--- src/crr_pkg.sv ---
// Shared types, constants and arithmetic helpers of the binomial tree option pricer.
package crr_pkg;

  localparam logic [31:0] SAT32 = 32'hFFFF_FFFF;

  typedef enum logic [2:0] {
    CFG_UP_FACTOR   = 3'd0,
    CFG_DOWN_FACTOR = 3'd1,
    CFG_WEIGHT_UP   = 3'd2,
    CFG_WEIGHT_DOWN = 3'd3,
    CFG_STRIKE      = 3'd4,
    CFG_IS_PUT      = 3'd5,
    CFG_IS_AMERICAN = 3'd6,
    CFG_STEP_COUNT  = 3'd7
  } cfg_idx_e;

  typedef enum logic [7:0] {
    ST_IDLE   = 8'b0000_0001,
    ST_BASE   = 8'b0000_0010,
    ST_WDIV   = 8'b0000_0100,
    ST_TERM   = 8'b0000_1000,
    ST_LSTART = 8'b0001_0000,
    ST_NODE   = 8'b0010_0000,
    ST_DRAIN  = 8'b0100_0000,
    ST_DONE   = 8'b1000_0000
  } state_e;

  typedef struct packed {
    logic [31:0] weight_up;
    logic [31:0] weight_down;
    logic [31:0] strike;
    logic        is_put;
    logic        is_american;
  } bl_cfg_t;

  function automatic logic [31:0] mul_q28(input logic [31:0] a, input logic [31:0] f);
    logic [63:0] p;
    p = {32'b0, a} * {32'b0, f};
    return (p[63:60] != 4'b0) ? SAT32 : p[59:28];
  endfunction

  function automatic logic [31:0] payoff(input logic [31:0] price, input logic [31:0] strike,
                                         input logic is_put);
    logic [31:0] r;
    r = 32'b0;
    if (is_put) begin
      if (strike > price) r = strike - price;
    end else begin
      if (price > strike) r = price - strike;
    end
    return r;
  endfunction

  function automatic logic [31:0] blend_sum(input logic [63:0] pu, input logic [63:0] pd);
    logic [64:0] s;
    s = {1'b0, pu} + {1'b0, pd};
    return (s[64] || s[63]) ? SAT32 : s[62:31];
  endfunction

endpackage

--- src/crr_div.sv ---
// Bit-serial restoring divider that forms the saturated Q4.28 ratio of up over down.
module crr_div (
  input  logic        clk_i,
  input  logic        rst_ni,
  input  logic        start_i,
  input  logic [31:0] up_i,
  input  logic [31:0] down_i,
  output logic        busy_o,
  output logic [31:0] quot_o
);

  localparam logic [5:0] DIV_STEPS = 6'd60;

  logic [5:0]  cnt_q, cnt_d;
  logic [31:0] num_q, num_d;
  logic [31:0] div_q, div_d;
  logic [31:0] rem_q, rem_d;
  logic [31:0] quo_q, quo_d;
  logic        ovf_q, ovf_d;
  logic [32:0] trial;
  logic [32:0] diff;
  logic        ge;

  assign trial = {rem_q, num_q[31]};
  assign ge    = trial >= {1'b0, div_q};
  assign diff  = ge ? (trial - {1'b0, div_q}) : trial;

  always_comb begin
    cnt_d = cnt_q;
    num_d = num_q;
    div_d = div_q;
    rem_d = rem_q;
    quo_d = quo_q;
    ovf_d = ovf_q;
    if (start_i) begin
      cnt_d = DIV_STEPS;
      num_d = up_i;
      div_d = down_i;
      rem_d = 32'b0;
      quo_d = 32'b0;
      ovf_d = 1'b0;
    end else if (cnt_q != 6'd0) begin
      cnt_d = cnt_q - 6'd1;
      num_d = {num_q[30:0], 1'b0};
      rem_d = diff[31:0];
      quo_d = {quo_q[30:0], ge};
      ovf_d = ovf_q | quo_q[31];
    end
  end

  always_ff @(posedge clk_i or negedge rst_ni) begin
    if (!rst_ni) begin
      cnt_q <= 6'd0;
    end else begin
      cnt_q <= cnt_d;
    end
  end

  always_ff @(posedge clk_i) begin
    num_q <= num_d;
    div_q <= div_d;
    rem_q <= rem_d;
    quo_q <= quo_d;
    ovf_q <= ovf_d;
  end

  assign busy_o = cnt_q != 6'd0;
  assign quot_o = ovf_q ? crr_pkg::SAT32 : quo_q;

endmodule

--- config.mk ---
export PLATFORM = sky130hd
export DESIGN_NAME = crr_div
export DESIGN_NICKNAME = d
export VERILOG_FILES = /design/src/crr_pkg.sv /design/src/crr_div.sv
export SDC_FILE = /design/constraint.sdc
export NUM_CORES = 1
export LEC_CHECK = 0
export BUFFER_PORTS_ARGS = -buffer_cell sky130_fd_sc_hd__buf_2
export CAP_MARGIN = 20
export CORE_UTILIZATION = 39
export DETAILED_ROUTE_END_ITERATION = 7
export GPL_TIMING_DRIVEN = 0
export SLEW_MARGIN = 5
export SYNTH_ARGS = -nofsm -noshare
export SYNTH_HDL_FRONTEND = slang
export SYNTH_SLANG_ARGS = --single-unit
--- constraint.sdc ---
create_clock -name clk_i -period 8.2 [get_ports clk_i]
set_input_delay 0.41 -clock clk_i [delete_from_list [all_inputs] [get_ports clk_i]]
set_output_delay 0.41 -clock clk_i [all_outputs]
set_load 0.01 [all_outputs]
=== Yosys cells after proc, flatten, opt, wreduce, memory -nomap -nowiden ===
Index checks and enable logic that the tools add are counted.

* Output and inout bits: 33
* Bits in registers: 135

* Mux-type cells: 6
* Add/sub/neg operators: 2
* Bitwise logic cells: 1
* Order comparisons: 1
* Reduce and logical (&&, ||, !) cells: 2

{| class="wikitable"
|+ Operator list
! operator !! number
|-
| 32-bit two-way mux || 4
|-
| 33-bit by 32-bit greater-or-equal comparator with 1-bit output || 1
|-
| 32-bit subtractor || 1
|-
| 6-bit two-way mux || 2
|-
| 6-bit nonzero test || 1
|-
| 6-bit by 1-bit subtractor with 6-bit output, second input constant || 1
|-
| 2-bit nonzero test || 1
|-
| 1-bit OR || 1
|}

=== Logic depth before layout (Yosys ltp) ===
Gate-level depths: netlist (run 1).

* Word-level depth: 3
* Mapped depth: 13
* Mapped depth without buffers: 11

=== Worst setup path after synthesis (run 1) ===
No wires, ideal clock.

* Path type: reg-to-reg
* Start point: register num_q[31]
* End point: register rem_q[24]
* Path slack: 5.468 ns
* Stages on the path, launching flop included: 12
* Library setup time: 0.074 ns
* Path buffers: 0
* Clock period less this slack: 2.732 ns
* Arrival: 2.657 ns
* Cell sequence: edfxtp_1 > inv_1 > ha_1 > fa_1 > nand2b_1 > a21oi_2 > o2111ai_1 > a31o_2 > and2_4 > o311a_1 > a2111o_1 > a31oi_1

* Longest elaborated chain between the ends: 2

{| class="wikitable"
|+ Ends and longest elaborated chain
! item !! line !! text
|-
| start, declared || crr_div.sv:15 || <nowiki>logic [31:0] num_q, num_d;</nowiki>
|-
| start signal, assigned || crr_div.sv:60 || <nowiki>num_q <= num_d;</nowiki>
|-
| 32-bit subtractor or 33-bit by 32-bit greater-or-equal comparator with 1-bit output (tied branches) || crr_div.sv:26, crr_div.sv:25 ||
|-
| 32-bit two-way mux (*) || crr_div.sv:26 || <nowiki>assign diff = ge ? (trial - {1'b0, div_q}) : trial;</nowiki>
|-
| end signal, assigned || crr_div.sv:62 || <nowiki>rem_q <= rem_d;</nowiki>
|-
| end, declared || crr_div.sv:17 || <nowiki>logic [31:0] rem_q, rem_d;</nowiki>
|}

Every way passes the cells marked *; elsewhere a longest branch is shown, timed or not.
A chain may end at the register's enable or synchronous reset.

=== Final worst setup path (run 1) ===
* Start point: register cnt_q[0]
* End point: register num_q[3], enable pin

* Longest elaborated chain between the ends: 2

{| class="wikitable"
|+ Ends and longest elaborated chain
! item !! line !! text
|-
| start, declared || crr_div.sv:14 || <nowiki>logic [5:0] cnt_q, cnt_d;</nowiki>
|-
| start signal, assigned || crr_div.sv:55 || <nowiki>cnt_q <= cnt_d;</nowiki>
|-
| 6-bit nonzero test || crr_div.sv:42 || <nowiki>end else if (cnt_q != 6'd0) begin</nowiki>
|-
| 2-bit nonzero test (no source line) || -- ||
|}

No other way between the ends.

==> results of run 1 <==
==> state kept, by name, indices dropped and copies added (netlist names) <==
register,flops
rem_q,32
div_q,32
ovf_q,1
quo_q,32
num_q,32
cnt_q,6
==> synth_stat cells (7+ instances only) <==
| cell type | n |
|---|---|
| a21o_1 | 12 |
| a21oi_1 | 59 |
| a311oi_1 | 13 |
| a311oi_2 | 12 |
| a31oi_1 | 7 |
| and3_1 | 7 |
| clkbuf_1 | 25 |
| dfxtp_1 | 65 |
| edfxtp_1 | 64 |
| ha_1 | 33 |
| inv_1 | 45 |
| mux2_2 | 31 |
| nand2_1 | 136 |
| nand2b_1 | 8 |
| nand3_1 | 15 |
| nand4_1 | 10 |
| nor2_1 | 45 |
| nor3_1 | 10 |
| o21ai_0 | 23 |
| or2_2 | 34 |
| xnor2_1 | 14 |
| xor2_1 | 7 |
==> kinds of logic after synthesis <==
group | after synthesis | share of synthesized area, %
simple gates | 287 | 18.0
compound gates | 181 | 18.1
flops | 135 | 45.6
buf+inv | 87 | 4.99
fa+ha+maj | 34 | 5.86
mux | 33 | 4.99
xor+xnor | 21 | 2.49
==> routing by layer <==
| layer | up-vias | wire length, um |
|---|---|---|
| met5 | - | 10 |
| met4 | 2 | 232 |
| met3 | 23 | 606 |
| met2 | 124 | 7860 |
| met1 | 2792 | 8670 |
| li1 | 3012 | - |
==> power by group through the flow <==
stage	registers, uW	clock network [uW]	logic, uW
finish	878	777	966
global route	891	820	1080
CTS	877	796	964
detailed placement	891	0	957
global placement	888	0	953
floorplan	871	0	755
==> area by class of cell <==
class	instances	area (um2)	area share [%]
inverter	46	173	1.96
timing repair buffer	101	533	6.05
clock buffer	18	429	4.87
buffer	41	196	2.23
clock inverter	14	164	1.86
tap	229	287	3.25
multi-input combinational	556	3650	41.5
sequential	135	3370	38.3
==> per-stage QoR <==
step	util (%)	worst slack (ns)	cells	hold slack, ns	instance area, um2
finish	48.2	4.88	1140	0.154	8800
CTS	48.2	4.90	1140	0.138	8800
global route	48.2	4.65	1140	0.139	8800
floorplan	-	5.47	778	0.114	7390
detailed placement	44.9	4.90	1107	0.246	8200
global placement	44.7	4.55	1106	0.242	8170
==> cells in the final DEF (no fill, tap or decap), drive strengths merged, types with 3 or more instances in the layout <==
master,count
o21a,5
dfxtp,65
a211o,3
nor2b,4
ha,33
a21o,13
a211oi,7
nor3,10
nand4,10
mux2,31
a31o,3
inv,52
a31oi,7
clkbuf,44
o21bai,3
dfrtp,6
xnor2,14
and3,7
or3,6
o21ai,26
nand2,136
nand2b,8
nor2,46
or2,34
buf,115
o211ai,3
a21oi,63
edfxtp,64
xor2,7
and2,7
clkinv,4
nand3,15
a311oi,25
==> how the worst max path moves through the flow <==
stage | start | end | slack, ns
detailed placement | start_i | num_q[11]$_DFFE_PP_ | 4.90
finish | cnt_q[0]$_DFFE_PN0P_ | num_q[3]$_DFFE_PP_ | 4.88
floorplan | num_q[31]$_DFFE_PP_ | rem_q[24]$_SDFFE_PP0P_ | 5.47
global placement | start_i | num_q[8]$_DFFE_PP_ | 4.55
global route | cnt_q[0]$_DFFE_PN0P_ | num_q[3]$_DFFE_PP_ | 4.65
CTS | cnt_q[0]$_DFFE_PN0P_ | num_q[3]$_DFFE_PP_ | 4.90
==> timing repair <==
action	CTS	global route
buffers inserted	0	0
hold buffers	1	0
endpoints found under the hold margin	6	0
==> run_results.csv, run 1 <==
group,metric,value,unit
run_status,status,"completed",
grt,grt_pass1_vias,5813,
worst_setup_path,cp-start-kind,"flop",
sta,slew-limit-headroom,47.1,%
cts,path_clk_slew,0.06,ns
worst_setup_path,crit_family,"buffers and inverters",
worst_setup_path,critPathCaptureType,"flop",
floorplanning,rows,49,
synthesis,syn_inst,778,
worst_setup_path,cp.depth,8,
worst_setup_path,reg2reg_depth,8,
sta,setup-violations-final,0,
synthesis,syn_avg_cell_area,9.50,um2
place,io_buffers,99,
final_layout,syn2layout_area_growth,19.1,%
synthesis,yosysUniqueCellTypes,72,
floorplanning,die_w,140,um
cts,cts_tree,"done",
final_layout,fin_nets,999,
worst_setup_path,path_max_fanout,19,
pwr,cellPowerDensity,298,nW/um2
pwr,clockPowerShare,29.7,%
cts,ctsResizeCount,0,
detailed_routing,ant_nets,0,
worst_setup_path,critPathSlowestCell,"nand2_1",
synthesis,ys_seq_area_share,45.6,%
floorplanning,initial_utilization,40.5,%
synthesis,yosys_warnings,0,
detailed_routing,route.detailed.drc,0,
synthesis,synthesis.nets,879,
place,place.gp.congestion,0.863,
worst_setup_path,crit_chain,"inv_1, ha_1, nand2b_1, nor4_1, clkbuf_1, buf_1, nand2_1, buf_16",
detailed_routing,drtPass1Iterations,4,
worst_setup_path,crit_type,"reg2reg",
grt,antenna_found_initial,1,
cts,cts_sinks,135,
worst_hold_path,hold_path_depth,1,
pwr,p_leak,0.00384,uW
worst_setup_path,rr_startpoint,"cnt_q[0]$_DFFE_PN0P_",
sta,finalCriticalPeriod,3.32,ns
cts,root_buffer,"clkbuf_16",
worst_hold_path,worstHoldStart,"down_i[31]",
grt,grt.busiest_layer,"met2",
cts,cts_made_buffers,17,
synthesis,synth_area_leaders,"edfxtp_1 26%, dfxtp_1 18%, nand2_1 6.9%, ha_1 5.6%, mux2_2 4.7%",
worst_setup_path,reg2reg_setup_slack,4.88,ns
cts,cts_max_level,4,
synthesis,yosys_register_bits,135,
sta,hold_viol_final,0,
flow_run,max-cap-violations,0,
worst_setup_path,slowest_delay,0.53,ns
synthesis,netlist_area,7390,um2
grt,grt_pass1_wl,29.4,mm
pwr,swShare,35.9,%
final_layout,diodes,0,
synthesis,synth_top_area_share,26.0,%
sta,fmaxAchievable,301,MHz
worst_setup_path,path_buf_inv,4,
sta,rsz0062_at_grt,"no",
sta,tightestPinTransition,0.793,ns
sta,clock_skew,0.0106,ns
synthesis,async_flop_share,4.44,%
grt,grt_use_met2,29.9,%
floorplanning,ios,100,
sta,tns,0,ns
grt,track_usage,19.0,%
worst_setup_path,cp.required,8.38,ns
grt,grt_use_met1,26.0,%
worst_setup_path,arrival,3.50,ns
sta,timing.final.crit_share,40.5,%
pwr,seq_power_share,33.5,%
pwr,pwr-share-comb,36.8,%
detailed_routing,via_count,5953,
pwr,netSwitchingPower,942,uW
detailed_routing,wire_per_inst,15.2,um
final_layout,fill_cells,1789,
pwr,p_total,2620,uW
synthesis,synth_edf_count,64,
floorplanning,dieHeight,140,um
cts,ctsLongestPathBuffers,2,
floorplanning,dieArea,19500,um2
synthesis,synth_flop_cell,"dfxtp_1",
pwr,p_int,1680,uW
floorplanning,core-area,18300,um2
synthesis,synth_top_cell_by_area,"edfxtp_1",
final_layout,drive_above_1_share,25.7,%
grt,grt_max_degree,34,
pwr,peakVddDrop,0.200,mV
worst_hold_path,hold_end,"div_q[31]$_DFFE_PP_",
detailed_routing,routed_wl,17.4,mm
sta,slew_violations,0,
grt,grt.overflow.total,0,
worst_hold_path,hold_class,"in2reg",
detailed_routing,viasPerCell,5.22,
cts,clk-insertion-delay-late,0.43,ns
grt,use_met3,3.48,%
place,place_hpwl,12.5,mm
worst_setup_path,reg2reg_to,"num_q[3]$_DFFE_PP_",
detailed_routing,drtIter0Drc,324,
(Power assumes the default switching activity.)
==> inputs of run 2 (changes only) <==
==> constraint.sdc (replaced) <==
create_clock -name clk_i -period 3.3 [get_ports clk_i]
set_input_delay 0.165 -clock clk_i [delete_from_list [all_inputs] [get_ports clk_i]]
set_output_delay 0.165 -clock clk_i [all_outputs]
set_load 0.01 [all_outputs]
==> run 2 against run 1 <==
Effect of this change:
- total power grew to 2.5 times the previous value
- clock power up 150%
- critical path type unchanged
- via count up 1.6%
==> run_results.csv, run 2 (same netlist as run 1, synthesis figures left out) <==
group,metric,value,unit
cts,cts_max_level,4,
sta,setup-violations-final,0,
pwr,cellPowerDensity,718,nW/um2
sta,rsz0062_at_grt,"no",
worst_setup_path,reg2reg_setup_slack,0.20,ns
detailed_routing,viasPerCell,5.16,
detailed_routing,drtPass1Iterations,5,
final_layout,syn2layout_area_growth,23.5,%
detailed_routing,via_count,6047,
floorplanning,dieHeight,140,um
worst_setup_path,reg2reg_depth,8,
floorplanning,initial_utilization,40.5,%
final_layout,fin_area,9130,um2
sta,clock_skew,0.0112,ns
final_layout,drive_above_1_share,24.9,%
final_layout,fin_nets,1031,
detailed_routing,route.detailed.drc,0,
sta,slew_violations,0,
worst_setup_path,path_buf_inv,4,
flow_run,max-cap-violations,0,
final_layout,layout_commonest_cell,"nand2_1",
floorplanning,rows,49,
worst_setup_path,critPathSlowestCell,"buf_1",
place,io_buffers,99,
worst_setup_path,path_max_fanout,19,
worst_setup_path,crit_family,"buffers and inverters",
worst_hold_path,hold_class,"in2reg",
pwr,peakVddDrop,0.502,mV
grt,grt_max_degree,34,
cts,ctsLongestPathBuffers,2,
cts,clk-insertion-delay-late,0.43,ns
cts,cts_sinks,135,
sta,slew-limit-headroom,47.6,%
final_layout,diodes,0,
grt,antenna_found_initial,1,
detailed_routing,drtIter0Drc,277,
sta,hold_viol_final,0,
floorplanning,die_w,140,um
run_status,status,"completed",
place,place.gp.congestion,0.863,
pwr,p_total,6560,uW
detailed_routing,ant_nets,0,
worst_setup_path,critPathCaptureType,"flop",
worst_setup_path,crit_type,"reg2reg",
floorplanning,dieArea,19500,um2
worst_setup_path,rr_startpoint,"cnt_q[0]$_DFFE_PN0P_",
grt,grt.overflow.total,0,
detailed_routing,wire_per_inst,15.0,um
worst_setup_path,cp_common_cell,"buf_1",
cts,post_cts_buffers,0,
worst_setup_path,crit_chain,"inv_1, ha_1, nand2b_1, nor4_1, buf_1, buf_1, nand2_2, buf_16",
cts,cts_tree,"done",
cts,path_clk_slew,0.07,ns
detailed_routing,routed_wl,17.6,mm
pwr,p_leak,0.00397,uW
grt,track_usage,19.2,%
cts,cts_made_buffers,17,
cts,root_buffer,"clkbuf_16",
place,placed_area,8200,um2
worst_hold_path,hold_path_depth,2,
final_layout,layout_common_cells,"135 x nand2_1, 105 x buf_2, 65 x dfxtp_1",
worst_hold_path,hold_end,"num_q[14]$_DFFE_PP_",
sta,tightestPinTransition,0.786,ns
grt,grt_pass1_vias,5908,
worst_setup_path,cp.required,3.48,ns
place,place_hpwl,12.5,mm
grt,grt_pass1_wl,29.7,mm
floorplanning,core-area,18300,um2
worst_setup_path,slowest_delay,0.52,ns
sta,timing.final.crit_share,93.8,%
sta,fmaxAchievable,323,MHz
worst_setup_path,cp-start-kind,"flop",
sta,finalCriticalPeriod,3.10,ns
worst_setup_path,arrival,3.28,ns
worst_setup_path,reg2reg_to,"num_q[3]$_DFFE_PP_",
worst_hold_path,worstHoldStart,"up_i[14]",
floorplanning,ios,100,
run 2: worst max path at each step:
stage / startpoint / to / slack [ns] / depth (start not counted)
6_report: cnt_q[0]$_DFFE_PN0P_ / num_q[3]$_DFFE_PP_ / 0.20 / 8
5_1_grt: cnt_q[0]$_DFFE_PN0P_ / num_q[3]$_DFFE_PP_ / 0.001 / 8
4_1_cts: cnt_q[0]$_DFFE_PN0P_ / num_q[3]$_DFFE_PP_ / 0.003 / 8
3_5_place_dp: cnt_q[0]$_DFFE_PN0P_ / num_q[11]$_DFFE_PP_ / 0.006 / 8
3_3_place_gp: cnt_q[0]$_DFFE_PN0P_ / num_q[8]$_DFFE_PP_ / -0.34 / 7
2_1_floorplan: num_q[31]$_DFFE_PP_ / rem_q[24]$_SDFFE_PP0P_ / 0.57 / 11
run 2: timing repair:
action | 4_1_cts | 5_1_grt
resized for setup | 0 | 2
hold endpoints to repair | 38 | 0
setup endpoints to repair | 0 | 32
hold buffers | 33 | 0
run 2: metal layers:
metal / global-route usage (%) / up-vias / share of wire, %
met5: 0 / - / 0.057
met4: 6.77 / 2 / 1.4
met3: 3.44 / 24 / 3.0
met2: 30.3 / 107 / 45
met1: 26.3 / 2837 / 51
li1: - / 3077 / -
run 2: metrics by stage:
step / setup slack, ns / TNS (ns) / cells / util, % / hold WS [ns]
final: 0.204 / 0 / 1172 / 50.0 / 0.0262
after global placement: -0.341 / -10.89 / 1106 / 44.7 / -0.00295
after CTS: 0.00336 / 0 / 1172 / 49.9 / 0.0105
after detailed placement: 0.00630 / 0 / 1107 / 44.9 / 0.000740
after global routing: 0.00102 / 0 / 1172 / 50.0 / 0.0271
after floorplan: 0.568 / 0 / 778 / - / -0.131
run 2: area by class of cell:
| cell class | instances | area (um2) |
|---|---|---|
| buffer | 41 | 196 |
| clock buffer | 18 | 429 |
| tap | 229 | 287 |
| inverter | 46 | 173 |
| clock inverter | 14 | 164 |
| sequential | 135 | 3370 |
| timing repair buffer | 133 | 853 |
| multi-input combinational | 556 | 3650 |
| fill | 1768 | 9140 |
run 2: report_power, final:
| group | total (uW) | internal, uW | switching, uW |
|---|---|---|---|
| Combinational | 2440 | 1040 | 1390 |
| Clock | 1940 | 1130 | 805 |
| Sequential | 2180 | 2020 | 163 |
==> inputs of run 3 (changes only) <==
--- a/config.mk
+++ b/config.mk
@@ -10,6 +10,7 @@
 export CORE_UTILIZATION = 39
 export DETAILED_ROUTE_END_ITERATION = 7
 export GPL_TIMING_DRIVEN = 0
+export PLACE_DENSITY = 0.54
 export SLEW_MARGIN = 5
 export SYNTH_ARGS = -nofsm -noshare
 export SYNTH_HDL_FRONTEND = slang
==> run 3 against run 2 <==
Effect of this change:
- sequential share of layout area down 0.17 points
- count of clock-buffer cells in the layout shrank 1
- via count grew 1.9%
- hold slack improved by 0.0090 ns
- global-route usage is 0.23 points higher
- utilization rose by 0.23 points
- clock skew decreased by 0.0035 ns
- non-clock buffer count grew 1
- critical path depth up 2
- critical path type unchanged
==> run_results.csv, run 3 (same netlist as run 1, synthesis figures left out) <==
group,metric,value,unit
sta,setup-violations-final,0,
worst_hold_path,hold_class,"in2reg",
cts,cts_made_buffers,17,
final_layout,fill_cells,1738,
grt,grt_pass1_vias,6040,
floorplanning,dieArea,19500,um2
detailed_routing,drtPass1Iterations,4,
cts,cts_max_level,4,
detailed_routing,route.detailed.drc,0,
sta,slew_violations,0,
cts,cts_tree,"done",
final_layout,layout_common_cells,"135 x nand2_1, 105 x buf_2, 65 x dfxtp_1",
cts,cts_sinks,135,
sta,rsz0062_at_grt,"no",
grt,grt_pass1_wl,30.0,mm
sta,clock_skew,0.00769,ns
floorplanning,rows,49,
sta,hold_viol_final,0,
sta,tightestPinTransition,0.844,ns
detailed_routing,via_count,6161,
final_layout,fin_nets,1032,
sta,timing.final.crit_share,95.2,%
floorplanning,die_w,140,um
worst_setup_path,arrival,3.49,ns
cts,ctsLongestPathBuffers,2,
sta,setup_ws,0.159,ns
final_layout,layout_commonest_cell,"nand2_1",
detailed_routing,drtIter0Drc,299,
sta,tns,0,ns
grt,grt.overflow.total,0,
grt,antenna_found_initial,0,
floorplanning,dieHeight,140,um
worst_setup_path,critPathCaptureType,"flop",
pwr,peakVddDrop,0.449,mV
pwr,p_leak,0.00400,uW
worst_setup_path,cp-start-kind,"flop",
detailed_routing,viasPerCell,5.25,
sta,fmaxAchievable,318,MHz
place,io_buffers,99,
detailed_routing,wire_per_inst,15.4,um
place,place.gp.congestion,0.879,
sta,slew-limit-headroom,43.8,%
final_layout,syn2layout_area_growth,24.1,%
cts,clk-insertion-delay-late,0.43,ns
final_layout,drive_above_1_share,25.1,%
final_layout,diodes,0,
pwr,cellPowerDensity,727,nW/um2
sta,finalCriticalPeriod,3.14,ns
floorplanning,initial_utilization,40.5,%
worst_setup_path,crit_type,"reg2reg",
worst_setup_path,cp.required,3.65,ns
detailed_routing,routed_wl,18.1,mm
cts,root_buffer,"clkbuf_16",
worst_setup_path,path_max_fanout,3,
grt,grt_max_degree,34,
detailed_routing,ant_nets,0,
flow_run,max-cap-violations,0,
grt,track_usage,19.4,%
run_status,status,"completed",
floorplanning,ios,100,
place,place_hpwl,12.9,mm
floorplanning,core-area,18300,um2
cts,path_clk_slew,0.07,ns
place,post-place-ws,0.0140,ns
-- run 3: area by class of cell --
type | count | area (um2) | area share (%)
multi-input combinational | 556 | 3650 | 39.8
timing repair buffer | 134 | 863 | 9.41
tap | 229 | 287 | 3.12
inverter | 46 | 173 | 1.88
buffer | 41 | 198 | 2.16
clock inverter | 15 | 199 | 2.17
sequential | 135 | 3370 | 36.8
clock buffer | 17 | 425 | 4.64
-- run 3: power breakdown --
part           internal (uW)  switching, uW  leakage, uW
clock                   1170            861     0.000309
combinational           1050           1410      0.00245
sequential              2020            167      0.00124
total                   4230           2440      0.00400
-- run 3: worst paths after layout --
check                                       start                endpoint  slack, ns  cells past startpoint
setup / recovery               div_q[0]$_DFFE_PP_  rem_q[24]$_SDFFE_PP0P_       0.16                     10
hold / removal                           up_i[19]     num_q[19]$_DFFE_PP_       0.04                      2
setup reg to reg               div_q[0]$_DFFE_PP_  rem_q[24]$_SDFFE_PP0P_       0.16                     10
hold reg to reg            quo_q[10]$_SDFFE_PP0P_  quo_q[10]$_SDFFE_PP0P_       0.46                      2
max in group asynchronous                  rst_ni    cnt_q[3]$_DFFE_PN0P_       3.04                      2
min in group asynchronous                  rst_ni    cnt_q[2]$_DFFE_PN0P_       0.12                      2
-- run 3: per-stage QoR --
step           instances  power (uW)  util, %  cell area (um2)  hold slack (ns)
6_report            1173        6670     50.2             9170           0.0352
5_1_grt             1173        7070     50.2             9170           0.0225
4_1_cts             1173        6700     50.2             9170           0.0135
3_5_place_dp        1107        4610     44.9             8200         -0.00446
3_3_place_gp        1106        4580     44.7             8170         -0.00509
2_1_floorplan        778        4040        -             7390           -0.131
-- run 3: timing repair --
item / in CTS / in global routing
endpoints found under the hold margin: 39 / 0
setup buffers: 0 / 0
setup endpoints to repair: 19 / 19
hold buffers: 34 / 0
gates resized for setup: 1 / 2
cloned: 0 / 0
-- run 3: per-layer routing --
metal,part of all wire [%],track usage (%)
met1,47,25.3
met2,46,31.4
met3,4.4,4.34
met4,2.2,7.29
met5,0,0
-- run 3: worst max-delay path: stages, from the launching register on --
cell       delay, ns
edfxtp_1        0.40
ha_1            0.23
fa_1            0.38
nand2b_1        0.20
a21oi_2         0.19
o2111ai_1       0.27
a31o_2          0.31
and2_4          0.17
o311a_1         0.34
a2111o_1        0.42
a31oi_1         0.16
